File: src/rtl/dimu_pkg.sv
// Shared types and constants of the dual IMU sample combiner.
package dimu_pkg;

    // Transaction operation codes
    typedef enum logic [1:0] {
        OP_SAMPLE = 2'd0,
        OP_CLEAR  = 2'd1,
        OP_READ   = 2'd2
    } opcode_t;

    // Configuration register indexes
    localparam int CFG_INDEX_W = 2;
    localparam logic [CFG_INDEX_W-1:0] CFG_ENABLE   = 2'd0;
    localparam logic [CFG_INDEX_W-1:0] CFG_INTERVAL = 2'd1;

    localparam logic [31:0] INTERVAL_RESET = 32'd2350;

    // One stored slot: six averaged axes
    typedef struct packed {
        logic signed [15:0] gyro_x;
        logic signed [15:0] gyro_y;
        logic signed [15:0] gyro_z;
        logic signed [15:0] accel_x;
        logic signed [15:0] accel_y;
        logic signed [15:0] accel_z;
    } slot_t;

endpackage

File: src/rtl/dimu_axis_avg.sv
// Axis sign correction and pairwise averaging of two raw IMU readings.
module dimu_axis_avg
    import dimu_pkg::*;
(
    input  logic [47:0] a_gyro,
    input  logic [47:0] a_accel,
    input  logic [47:0] b_gyro,
    input  logic [47:0] b_accel,
    output slot_t       avg
);

    // Average with truncation toward zero: add one to a negative sum, then halve
    function automatic logic signed [15:0] avg16(input logic signed [15:0] a,
                                                 input logic signed [15:0] b);
        logic signed [16:0] s;
        s = {a[15], a} + {b[15], b};
        s = s + {16'b0, s[16]};
        return s[16:1];
    endfunction

    logic signed [15:0] agx, agy, agz, aax, aay, aaz;
    logic signed [15:0] bgx, bgy, bgz, bax, bay, baz;

    // Unpack little-endian axes; negate A X and B Y (16-bit wrap keeps -32768)
    always_comb
    begin
        agx = -$signed(a_gyro[15:0]);
        agy = $signed(a_gyro[31:16]);
        agz = $signed(a_gyro[47:32]);
        aax = -$signed(a_accel[15:0]);
        aay = $signed(a_accel[31:16]);
        aaz = $signed(a_accel[47:32]);
        bgx = $signed(b_gyro[15:0]);
        bgy = -$signed(b_gyro[31:16]);
        bgz = $signed(b_gyro[47:32]);
        bax = $signed(b_accel[15:0]);
        bay = -$signed(b_accel[31:16]);
        baz = $signed(b_accel[47:32]);
    end

    // Average each axis pair
    always_comb
    begin
        avg.gyro_x  = avg16(agx, bgx);
        avg.gyro_y  = avg16(agy, bgy);
        avg.gyro_z  = avg16(agz, bgz);
        avg.accel_x = avg16(aax, bax);
        avg.accel_y = avg16(aay, bay);
        avg.accel_z = avg16(aaz, baz);
    end

endmodule

File: src/rtl/dual_imu_sample_combiner.sv
// Top level of the dual IMU sample combiner.
//
// Input channel (in_valid/in_ready) carries one transaction per item: an
// opcode, a timestamp and the raw gyro and accel bytes of sensors A and B.
// A sample transaction is stored into the next free slot when enabled, when
// a slot is free and when the timestamp has moved on by more than the
// interval. A clear transaction empties the slot count; a read transaction
// returns SLOT_COUNT result transactions on the output channel, one per slot,
// with last set on the final one.
// Configuration (cfg_valid/cfg_ready, always ready) writes enable and the
// interval; write only while the block is idle.
// Timing: an item is registered into the processing stage on acceptance; a sample
// or clear item is finished in the next cycle, and such items sustain one per cycle.
// A read item occupies the processing stage until its last slot is loaded, one slot
// per cycle through the single output register; its first result passes the stage
// register and the output register. When the receiver stalls, the output register
// holds its result, the read pauses and the input channel stops once the stage is blocked.
// Reset clears the slot store to zero, the slot count and the last taken
// time, disables sampling and loads the default interval of 2350.
module dual_imu_sample_combiner
    import dimu_pkg::*;
#(
    parameter int SLOT_COUNT = 3
)
(
    input  logic                   clk,
    input  logic                   rst_n,
    // configuration
    input  logic                   cfg_valid,
    output logic                   cfg_ready,
    input  logic [CFG_INDEX_W-1:0] cfg_index,
    input  logic [31:0]            cfg_data,
    // input channel
    input  logic                   in_valid,
    output logic                   in_ready,
    input  logic [1:0]             opcode,
    input  logic [31:0]            timestamp,
    input  logic [47:0]            sensor_a_gyro,
    input  logic [47:0]            sensor_a_accel,
    input  logic [47:0]            sensor_b_gyro,
    input  logic [47:0]            sensor_b_accel,
    // output channel
    output logic                   out_valid,
    input  logic                   out_ready,
    output logic [1:0]             slot,
    output logic signed [15:0]     gyro_x,
    output logic signed [15:0]     gyro_y,
    output logic signed [15:0]     gyro_z,
    output logic signed [15:0]     accel_x,
    output logic signed [15:0]     accel_y,
    output logic signed [15:0]     accel_z,
    output logic                   last
);

    localparam int IDX_W  = (SLOT_COUNT > 1) ? $clog2(SLOT_COUNT) : 1;
    localparam int FILL_W = $clog2(SLOT_COUNT + 1);
    localparam logic [FILL_W-1:0] FILL_FULL = FILL_W'(SLOT_COUNT);
    localparam logic [IDX_W-1:0]  IDX_LAST  = IDX_W'(SLOT_COUNT - 1);

    // configuration registers
    logic        enable_reg;
    logic [31:0] interval_reg;

    // processing stage
    logic        stage_valid_reg;
    logic [1:0]  stage_op_reg;
    logic [31:0] stage_ts_reg;
    logic [47:0] stage_ag_reg, stage_aa_reg, stage_bg_reg, stage_ba_reg;

    // block state
    logic [31:0]       taken_ts_reg;
    logic [FILL_W-1:0] filled_reg;
    slot_t             store_reg [SLOT_COUNT];
    logic [IDX_W-1:0]  rd_idx_reg;

    // output register
    logic              out_valid_reg;
    logic [1:0]        slot_reg;
    slot_t             data_reg;
    logic              last_reg;

    logic              out_load;
    logic              stage_done;
    logic              take_sample;
    logic              time_ok;
    logic [31:0]       fwd_diff;
    logic [31:0]       wrap_diff;
    logic [IDX_W+1:0]  rd_idx_ext;
    slot_t             avg;

    dimu_axis_avg u_avg (
        .a_gyro  (stage_ag_reg),
        .a_accel (stage_aa_reg),
        .b_gyro  (stage_bg_reg),
        .b_accel (stage_ba_reg),
        .avg     (avg)
    );

    // Time gate: forward distance, or distance across the counter wrap
    always_comb
    begin
        fwd_diff  = stage_ts_reg - taken_ts_reg;
        wrap_diff = fwd_diff - 32'd1;
        time_ok   = ((stage_ts_reg > taken_ts_reg) && (fwd_diff > interval_reg))
                 || ((stage_ts_reg < taken_ts_reg) && (wrap_diff > interval_reg));
    end

    // Stage completion and handshakes
    always_comb
    begin
        out_load    = !out_valid_reg || out_ready;
        take_sample = stage_valid_reg && (stage_op_reg == OP_SAMPLE) && enable_reg
                   && (filled_reg < FILL_FULL) && time_ok;
        unique case (stage_op_reg)
            OP_READ:   stage_done = out_load && (rd_idx_reg == IDX_LAST);
            OP_SAMPLE: stage_done = 1'b1;
            OP_CLEAR:  stage_done = 1'b1;
            default:   stage_done = 1'b1;
        endcase
        in_ready   = !stage_valid_reg || stage_done;
        cfg_ready  = 1'b1;
        rd_idx_ext = {2'b00, rd_idx_reg};
    end

    // Hold configuration
    always_ff @(posedge clk or negedge rst_n)
    begin
        if (!rst_n)
        begin
            enable_reg   <= 1'b0;
            interval_reg <= INTERVAL_RESET;
        end
        else if (cfg_valid && cfg_ready)
        begin
            if (cfg_index == CFG_ENABLE)
                enable_reg <= cfg_data[0];
            if (cfg_index == CFG_INTERVAL)
                interval_reg <= cfg_data;
        end
    end

    // Capture the input transaction
    always_ff @(posedge clk or negedge rst_n)
    begin
        if (!rst_n)
            stage_valid_reg <= 1'b0;
        else if (in_ready)
            stage_valid_reg <= in_valid;
    end

    always_ff @(posedge clk)
    begin
        if (in_valid && in_ready)
        begin
            stage_op_reg <= opcode;
            stage_ts_reg <= timestamp;
            stage_ag_reg <= sensor_a_gyro;
            stage_aa_reg <= sensor_a_accel;
            stage_bg_reg <= sensor_b_gyro;
            stage_ba_reg <= sensor_b_accel;
        end
    end

    // Update slot count, last time and slot store
    always_ff @(posedge clk or negedge rst_n)
    begin
        if (!rst_n)
        begin
            taken_ts_reg <= '0;
            filled_reg   <= '0;
            for (int i = 0; i < SLOT_COUNT; i++)
                store_reg[i] <= '0;
        end
        else if (take_sample)
        begin
            taken_ts_reg <= stage_ts_reg;
            filled_reg   <= filled_reg + FILL_W'(1);
            store_reg[filled_reg[IDX_W-1:0]] <= avg;
        end
        else if (stage_valid_reg && (stage_op_reg == OP_CLEAR))
            filled_reg <= '0;
    end

    // Advance the read-out slot index
    always_ff @(posedge clk or negedge rst_n)
    begin
        if (!rst_n)
            rd_idx_reg <= '0;
        else if (stage_valid_reg && (stage_op_reg == OP_READ) && out_load)
        begin
            if (rd_idx_reg == IDX_LAST)
                rd_idx_reg <= '0;
            else
                rd_idx_reg <= rd_idx_reg + IDX_W'(1);
        end
    end

    // Load the output register with the current slot
    always_ff @(posedge clk or negedge rst_n)
    begin
        if (!rst_n)
            out_valid_reg <= 1'b0;
        else if (out_load)
            out_valid_reg <= stage_valid_reg && (stage_op_reg == OP_READ);
    end

    always_ff @(posedge clk)
    begin
        if (out_load && stage_valid_reg && (stage_op_reg == OP_READ))
        begin
            slot_reg <= rd_idx_ext[1:0];
            data_reg <= store_reg[rd_idx_reg];
            last_reg <= (rd_idx_reg == IDX_LAST);
        end
    end

    assign out_valid = out_valid_reg;
    assign slot      = slot_reg;
    assign gyro_x    = data_reg.gyro_x;
    assign gyro_y    = data_reg.gyro_y;
    assign gyro_z    = data_reg.gyro_z;
    assign accel_x   = data_reg.accel_x;
    assign accel_y   = data_reg.accel_y;
    assign accel_z   = data_reg.accel_z;
    assign last      = last_reg;

    // Slot count never passes the number of slots
    assert property (@(posedge clk) disable iff (!rst_n) filled_reg <= FILL_FULL)
        else $error("slot count beyond slot store");

    // A read-out in progress belongs to a read transaction in the stage
    assert property (@(posedge clk) disable iff (!rst_n)
        (rd_idx_reg != '0) |-> (stage_valid_reg && (stage_op_reg == OP_READ)))
        else $error("read index moved without a read transaction");

    // A stalled output freezes the read-out position
    assert property (@(posedge clk) disable iff (!rst_n)
        (out_valid_reg && !out_ready) |=> $stable(rd_idx_reg))
        else $error("read index advanced during output stall");

    // An unfinished read blocks new input
    assert property (@(posedge clk) disable iff (!rst_n)
        (stage_valid_reg && (stage_op_reg == OP_READ) && (rd_idx_reg != IDX_LAST))
            |-> !in_ready)
        else $error("input accepted while read-out pending");

endmodule

File: config.mk
export PLATFORM = sky130hd
export DESIGN_NAME = dual_imu_sample_combiner
export DESIGN_NICKNAME = d
export VERILOG_FILES = /design/src/rtl/dimu_pkg.sv /design/src/rtl/dimu_axis_avg.sv /design/src/rtl/dual_imu_sample_combiner.sv
export SDC_FILE = /design/constraint.sdc
export NUM_CORES = 1
export LEC_CHECK = 0
export BUFFER_PORTS_ARGS = -buffer_cell sky130_fd_sc_hd__buf_4
export CORE_ASPECT_RATIO = 1.75
export CORE_MARGIN = 2
export CORE_UTILIZATION = 30
export DETAILED_ROUTE_END_ITERATION = 16
export GPL_TIMING_DRIVEN = 0
export PLACE_DENSITY = 0.56
export SLEW_MARGIN = 20
export SYNTH_ARGS = -nofsm -noshare
export SYNTH_HDL_FRONTEND = slang
export SYNTH_SLANG_ARGS = --single-unit
File: constraint.sdc
create_clock -name clk -period 11.8 [get_ports clk]
set_clock_uncertainty 0.05 [all_clocks]
set_input_delay 2.36 -clock clk [delete_from_list [all_inputs] [get_ports clk]]
set_output_delay 2.36 -clock clk [all_outputs]
set_load 0.005 [all_outputs]
# [Word-level counts from Yosys, hierarchy flattened]
# Index checks and enable logic that the tools add are counted.
[totals] ff_bits=684 output_inout_bits=102 wordCells=107
[op_classes] add_sub_neg=20 n_lt_le_gt_ge=8 eq_ne=4 mux=10 n_bitwise=2 reduce_logical=24
[op_table] cell="288-bit bitwise mux" count=1
[op_table] cell="96-bit two-way mux" count=3
[op_table] cell="96-bit binary-select mux with 2-bit select" count=1
[op_table] cell="96-bit demux with 2-bit select" count=1
[op_table] cell="16-bit by 16-bit adder with 17-bit output" count=6
[op_table] cell="17-bit by 1-bit adder with 17-bit output" count=6
[op_table] cell="32-bit > comparator" count=3
[op_table] cell="16-bit negator" count=4
[op_table] cell="32-bit < comparator" count=1
[op_table] cell="32-bit by 1-bit subtractor with 32-bit output (second input constant)" count=1
[op_table] cell="32-bit subtractor" count=1
[op_table] cell="1-bit logical AND" count=14
[op_table] cell="3-bit >= comparator (second input constant)" count=2
[op_table] cell="2-bit two-way mux" count=3
[op_table] cell="2-bit inverter with 3-bit output" count=2
[op_table] cell="2-bit by 1-bit adder with 2-bit output (second input constant)" count=2
[op_table] cell="2-bit by 1-bit equality test with 1-bit output (second input constant)" count=2
[op_table] cell="2-bit equality test (second input constant)" count=2
[op_table] cell="2-bit logical NOT" count=2
[op_table] cell="2-bit AND reduction" count=2
[op_table] cell="1-bit logical OR" count=3
[op_table] cell="3-bit by 1-bit < comparator with 1-bit output (second input constant)" count=1
[op_table] cell="1-bit logical NOT" count=2
[op_table] cell="2-bit < comparator (second input constant)" count=1
[op_table] cell="2 further kinds" count=2

# [Longest topological paths before layout]
[depth] ltp_word=7 mapped_depth=24 mapped_depth_nobuf=22

# [Modules after synthesis]
# From an unflattened synthesis, not the netlist that was laid out.
[hier_totals] cells_unflattened=3169 hier_area_um2=37278.3
[modules_own_cells] module="dual_imu_sample_combiner" instances=1 cells_per_inst=2056 area_each_um2=29401.9 seq_area_each_um2=18750.5
[modules_own_cells] module="dimu_axis_avg" instances=1 cells_per_inst=1113 area_each_um2=7876.3 seq_area_each_um2=0.0

# [Worst setup path after synthesis]
# No wires, ideal clock.
[synth_timing] kind="input to register" start="in out_ready" end="reg stage_aa_reg[0] (enable)" setup_ns=0.841 arrival_time_ns=12.506 slack_ns=-1.597 cell_stages=3 n_path_buf=0 cell_sequence="nand2b_1 -> a21oi_1 -> nor2b_1"
[synth_between] elab_chain_cells=5
[synth_lines] element="start, declared" line="dual_imu_sample_combiner.sv:44" source="input logic out_ready,"
[synth_lines] element="1-bit logical OR" line="dual_imu_sample_combiner.sv:111" source="out_load = !out_valid_reg || out_ready;"
[synth_lines] element="1-bit logical AND" line="dual_imu_sample_combiner.sv:115" source="OP_READ: stage_done = out_load && (rd_idx_reg == IDX_LAST);"
[synth_lines] element="1-bit two-way mux" line="dual_imu_sample_combiner.sv:114" source="unique case (stage_op_reg)"
[synth_lines] element="1-bit logical OR" line="dual_imu_sample_combiner.sv:120" source="in_ready = !stage_valid_reg || stage_done;"
[synth_lines] element="1-bit logical AND" line="dual_imu_sample_combiner.sv:153" source="if (in_valid && in_ready)"
[synth_lines] element="end signal, assigned" line="dual_imu_sample_combiner.sv:158" source="stage_aa_reg <= sensor_a_accel;"
[synth_lines] element="end, declared" line="dual_imu_sample_combiner.sv:68" source="logic [47:0] stage_ag_reg, stage_aa_reg, stage_bg_reg, stage_ba_reg;"
# No other way between the ends.
# A chain may end at the register's enable or synchronous reset.

# [Worst setup path after layout]
[layout_timing] start="reg stage_ts_reg[0]" end="reg store_reg[263] (netlist bit)"
[layout_between] elab_chain_cells=6 word_cells_on_any_way=10
[layout_lines] element="start, declared" line="dual_imu_sample_combiner.sv:67" source="logic [31:0] stage_ts_reg;"
[layout_lines] element="start signal, assigned" line="dual_imu_sample_combiner.sv:156" source="stage_ts_reg <= timestamp;"
[layout_lines] element="32-bit subtractor" line="dual_imu_sample_combiner.sv:102" source="fwd_diff = stage_ts_reg - taken_ts_reg;"
[layout_lines] element="32-bit by 1-bit subtractor with 32-bit output" line="dual_imu_sample_combiner.sv:103" source="wrap_diff = fwd_diff - 32'd1;"
[layout_lines] element="32-bit > comparator" line="dual_imu_sample_combiner.sv:105" source="|| ((stage_ts_reg < taken_ts_reg) && (wrap_diff > interval_reg));"
[layout_lines] element="1-bit logical AND" line="dual_imu_sample_combiner.sv:105"
[layout_lines] element="1-bit logical OR (*)" line="dual_imu_sample_combiner.sv:105"
[layout_lines] element="1-bit logical AND (*)" line="dual_imu_sample_combiner.sv:113" source="&& (filled_reg < FILL_FULL) && time_ok;"
[layout_lines] element="end signal, assigned by index" line="dual_imu_sample_combiner.sv:178" source="store_reg[filled_reg[IDX_W-1:0]] <= avg;"
[layout_lines] element="end, declared" line="dual_imu_sample_combiner.sv:73" source="slot_t store_reg [SLOT_COUNT];"
# Every way passes the cells marked *; elsewhere a longest branch is shown, timed or not.

==> impl_results.md <==
* Status: completed
* Core area at 125000 um2
* Setup bufs post-CTS at 0
* Clk_lat worst skew at 660 ps
* Clk sinks at 684
* PD cells at 210 nW/um2
* Switching share of power at 36.1%
* Slew HR at 32.2%
* R2R Path Start: stage_ts_reg[0]
* Slowest library cell on the worst path: nor3_1
* Vias in the first global route at 27500
* Worst r2r dst: store_reg[263]
* Clock power share at 26.4%
* Layout cells sized above 1 at 20.3%
* Total power at 9.57 mW
* Mapped Area at 37900 um2
* Row count at 172
* Crit-path leading delay family: compound AO/OA/AOI/OAI gates
* TritonCTS clock tree: built
* Period utilisation layout at 66.1%
* Largest net degree at the start of global routing at 89
* RSZ-0062 raised after global routing: no
* Leak Pwr at 19.3 nW
* Reg2reg setup slack at 4010 ps
* DP Worst Slack at 3860 ps
* Initial Utilization at 30.2%
* Dominant synthesized flop cell: dfrtp_1
* Synth cell types at 109
* Synth top area cells: edfxtp_1, dfrtp_1, ha_1, mux2_1, mux2_2
* Worst-path maximum fanout at 10
* Initial antenna violation count at 2
* Seq pwr share at 34.7%
* Yosys top cell area share at 25.8%
* Post-Route Utilization at 36.4%
* Slew Limit Fails at 0
* Final hold viol count at 0
* FFs w/ async S/R, synth at 52.5%
* Comb pwr share at 38.9%
* DIE AREA at 129000 um2
* Synth Register Bits at 684
* Critical path startpoint category: flop
* Grt peak-use layer: met2
* GR Layer Usage met2 at 29.7%
* Hold Path Class: flop to flop
* Max VDD drop at 0.134 mV
* Crit Path Category: flop to flop
* Clock buffer count from CTS at 73
* WP data required at 12270 ps
* Clk slew on worst S/H paths at 60 ps
* GP Congestion at 0.883
* Worst setup margin at 4010 ps
* Critical-path cell list: inv_1, ha_1, fa_1, nand2b_1, a21boi_2, o211ai_1, a21boi_0, o221ai_1, nor3_1, nand3_2, nor4_2, xnor2_1, ha_1, nand4_1, nor3_1, nand4_1, a211oi_1, a211o_1, o21bai_1, o32ai_4, buf_6, buf_4, mux2_1
* Met1 GRT Util at 19.2%
* # fillers at 12400
* Final min period at 7790 ps
* First-pass GRT wire length at 161000 um
* WP buf/inv at 3
* CTS root buf: clkbuf_16
* Post-route ant nets at 0
* Hold Path Depth at 0
* Final setup viols at 0
* CP arrival at 8270 ps
* Placed insts at 5261
* CP Depth at 23
* Least-Margin Pin Slew at 1020 ps
* R2R cell count at 23
* Post-synthesis cell count at 3227
* Mapped Nets at 3705
* Post-route DRC at 0
* Met3 Use GR at 2.64%
* CTS max path bufs at 3
* Hold Buf Count CTS at 0
* Post-DR wirelength/cell at 19.5 um
* Hold Slack at 379 ps
* Max Clk Rate at 0.128 GHz
* Nets at 4161
* Drt first pass iters at 7
* Post-CTS Resized at 0
* Sequential area share after synthesis at 49.5%
* Max Cap Viol at 0
* Largest area contributor in the netlist: edfxtp_1
* Min-delay src: rd_idx_reg[1]
* Synthesis-to-layout area growth at 20.6%
* Ports at 367
* Largest register FFs at 288
* Die Y at 474 um
* Slowest Stage Delay on Critical Path at 730 ps
* Psw at 3.46 mW
* GRT overflow at 0
* Via/cell ratio at 4.90
* P_int at 6.12 mW
* Total track usage at 16.3%
* Synth Warn # at 0
* Port Buf Inserts at 365
* # H-tree levels at 3
* Routed via count at 26500
* Hold Crit Endpoint: slot[1]
* Starting DRT DRC Count at 1340
* EDFF count, synth at 325
* Fin cells at 5395
* Worst Setup End Kind: flop
* Post-Route WL at 105000 um
* Mean post-synth cell area at 11.7 um2
* Post-DP HPWL at 80200 um
* Chip width at 273 um
[Yosys cell counts, drive strengths merged, types with 47 or more instances]
| library cell | count |
|---|---|
| inv | 154 |
| a21oi | 122 |
| nor3 | 77 |
| nand4 | 47 |
| o21ai | 188 |
| nor2 | 144 |
| ha | 206 |
| dfrtp | 353 |
| xnor2 | 161 |
| nand3 | 57 |
| edfxtp | 325 |
| xor2 | 86 |
| buf | 50 |
| mux2i | 106 |
| nand2 | 212 |
| clkbuf | 51 |
| mux2 | 333 |
[area by class of cell]
| class | instances | area (um2) | area share (%) |
|---|---|---|---|
| Multi-Input combinational cell | 2288 | 17900 | 39.3 |
| Buffer | 101 | 591 | 1.29 |
| Tap cell | 1653 | 2070 | 4.53 |
| Inverter | 154 | 578 | 1.27 |
| Sequential cell | 684 | 18800 | 41.1 |
| Clock buffer | 101 | 2140 | 4.69 |
| Clock inverter | 32 | 464 | 1.02 |
| Timing Repair Buffer | 381 | 3130 | 6.85 |
| Antenna cell | 1 | 2.50 | 0.00548 |
[how the worst max path moves through the flow]
stage	slack, ps	startpoint	end
final	4010	stage_ts_reg[0]	store_reg[263]
after global routing	3580	stage_ts_reg[0]	store_reg[264]
after floorplan	2810	out_ready	stage_aa_reg[0]
after global placement	-520	out_ready	stage_bg_reg[27]
after CTS	3800	stage_ts_reg[0]	store_reg[263]
after detailed placement	3860	stage_ts_reg[0]	store_reg[266]
[cells in the final DEF (no fill, tap or decap), drive strengths merged, types with 47 or more instances in the layout]
cell,instances
nor2,144
buf,431
dfrtp,353
ha,206
nand4,47
o21ai,188
mux2i,106
nand3,57
edfxtp,325
nor3,77
clkbuf,152
xor2,86
a21oi,122
nand2,212
mux2,333
inv,156
xnor2,161
[routing by layer]
metal	vias to the layer above	part of all wire, %
met1	13000	41
met5	-	0
li1	12800	-
met2	527	51
met3	140	4.3
met4	0	2.9
[worst reg2reg max path, stage by stage (launching register included)]
cell      delay (ps)
edfxtp_1         340
inv_1             50
ha_1             220
fa_1             390
nand2b_1         200
a21boi_2         310
o211ai_1         310
a21boi_0         340
o221ai_1         410
nor3_1           730
nand3_2          320
nor4_2           240
xnor2_1          110
ha_1             320
nand4_1          150
nor3_1           500
nand4_1          350
a211oi_1         610
a211o_1          180
o21bai_1         270
o32ai_4          320
buf_6            300
buf_4            300
mux2_1           350
[power groups by stage]
stage | Combinational [mW] | Clock, mW | Sequential, mW
detailed placement | 3.77 | 0 | 3.37
global placement | 3.69 | 0 | 3.38
floorplan | 2.62 | 0 | 3.31
finish | 3.72 | 2.53 | 3.33
CTS | 3.79 | 2.63 | 3.33
global route | 4.16 | 2.71 | 3.39
[kinds of logic (layout without fill, tap and decap cells)]
group / after synthesis / in the layout / synth area share [%]
buf+inv: 255 / 769 / 3.08
compound gates: 605 / 605 / 10.9
mux: 439 / 439 / 12.7
simple gates: 782 / 782 / 10.8
fa+ha+maj: 213 / 213 / 7.18
other cells: 1 / 2 / 0.00991
xor+xnor: 248 / 248 / 5.77
flops: 684 / 684 / 49.5
[per-stage QoR]
stage               TNS (ps)  instance area [um2]
detailed placement         0                43100
finish                     0                45700
CTS                        0                45700
floorplan                  0                37900
global route               0                45700
global placement      -98410                42700
(Power assumes the default switching activity.)
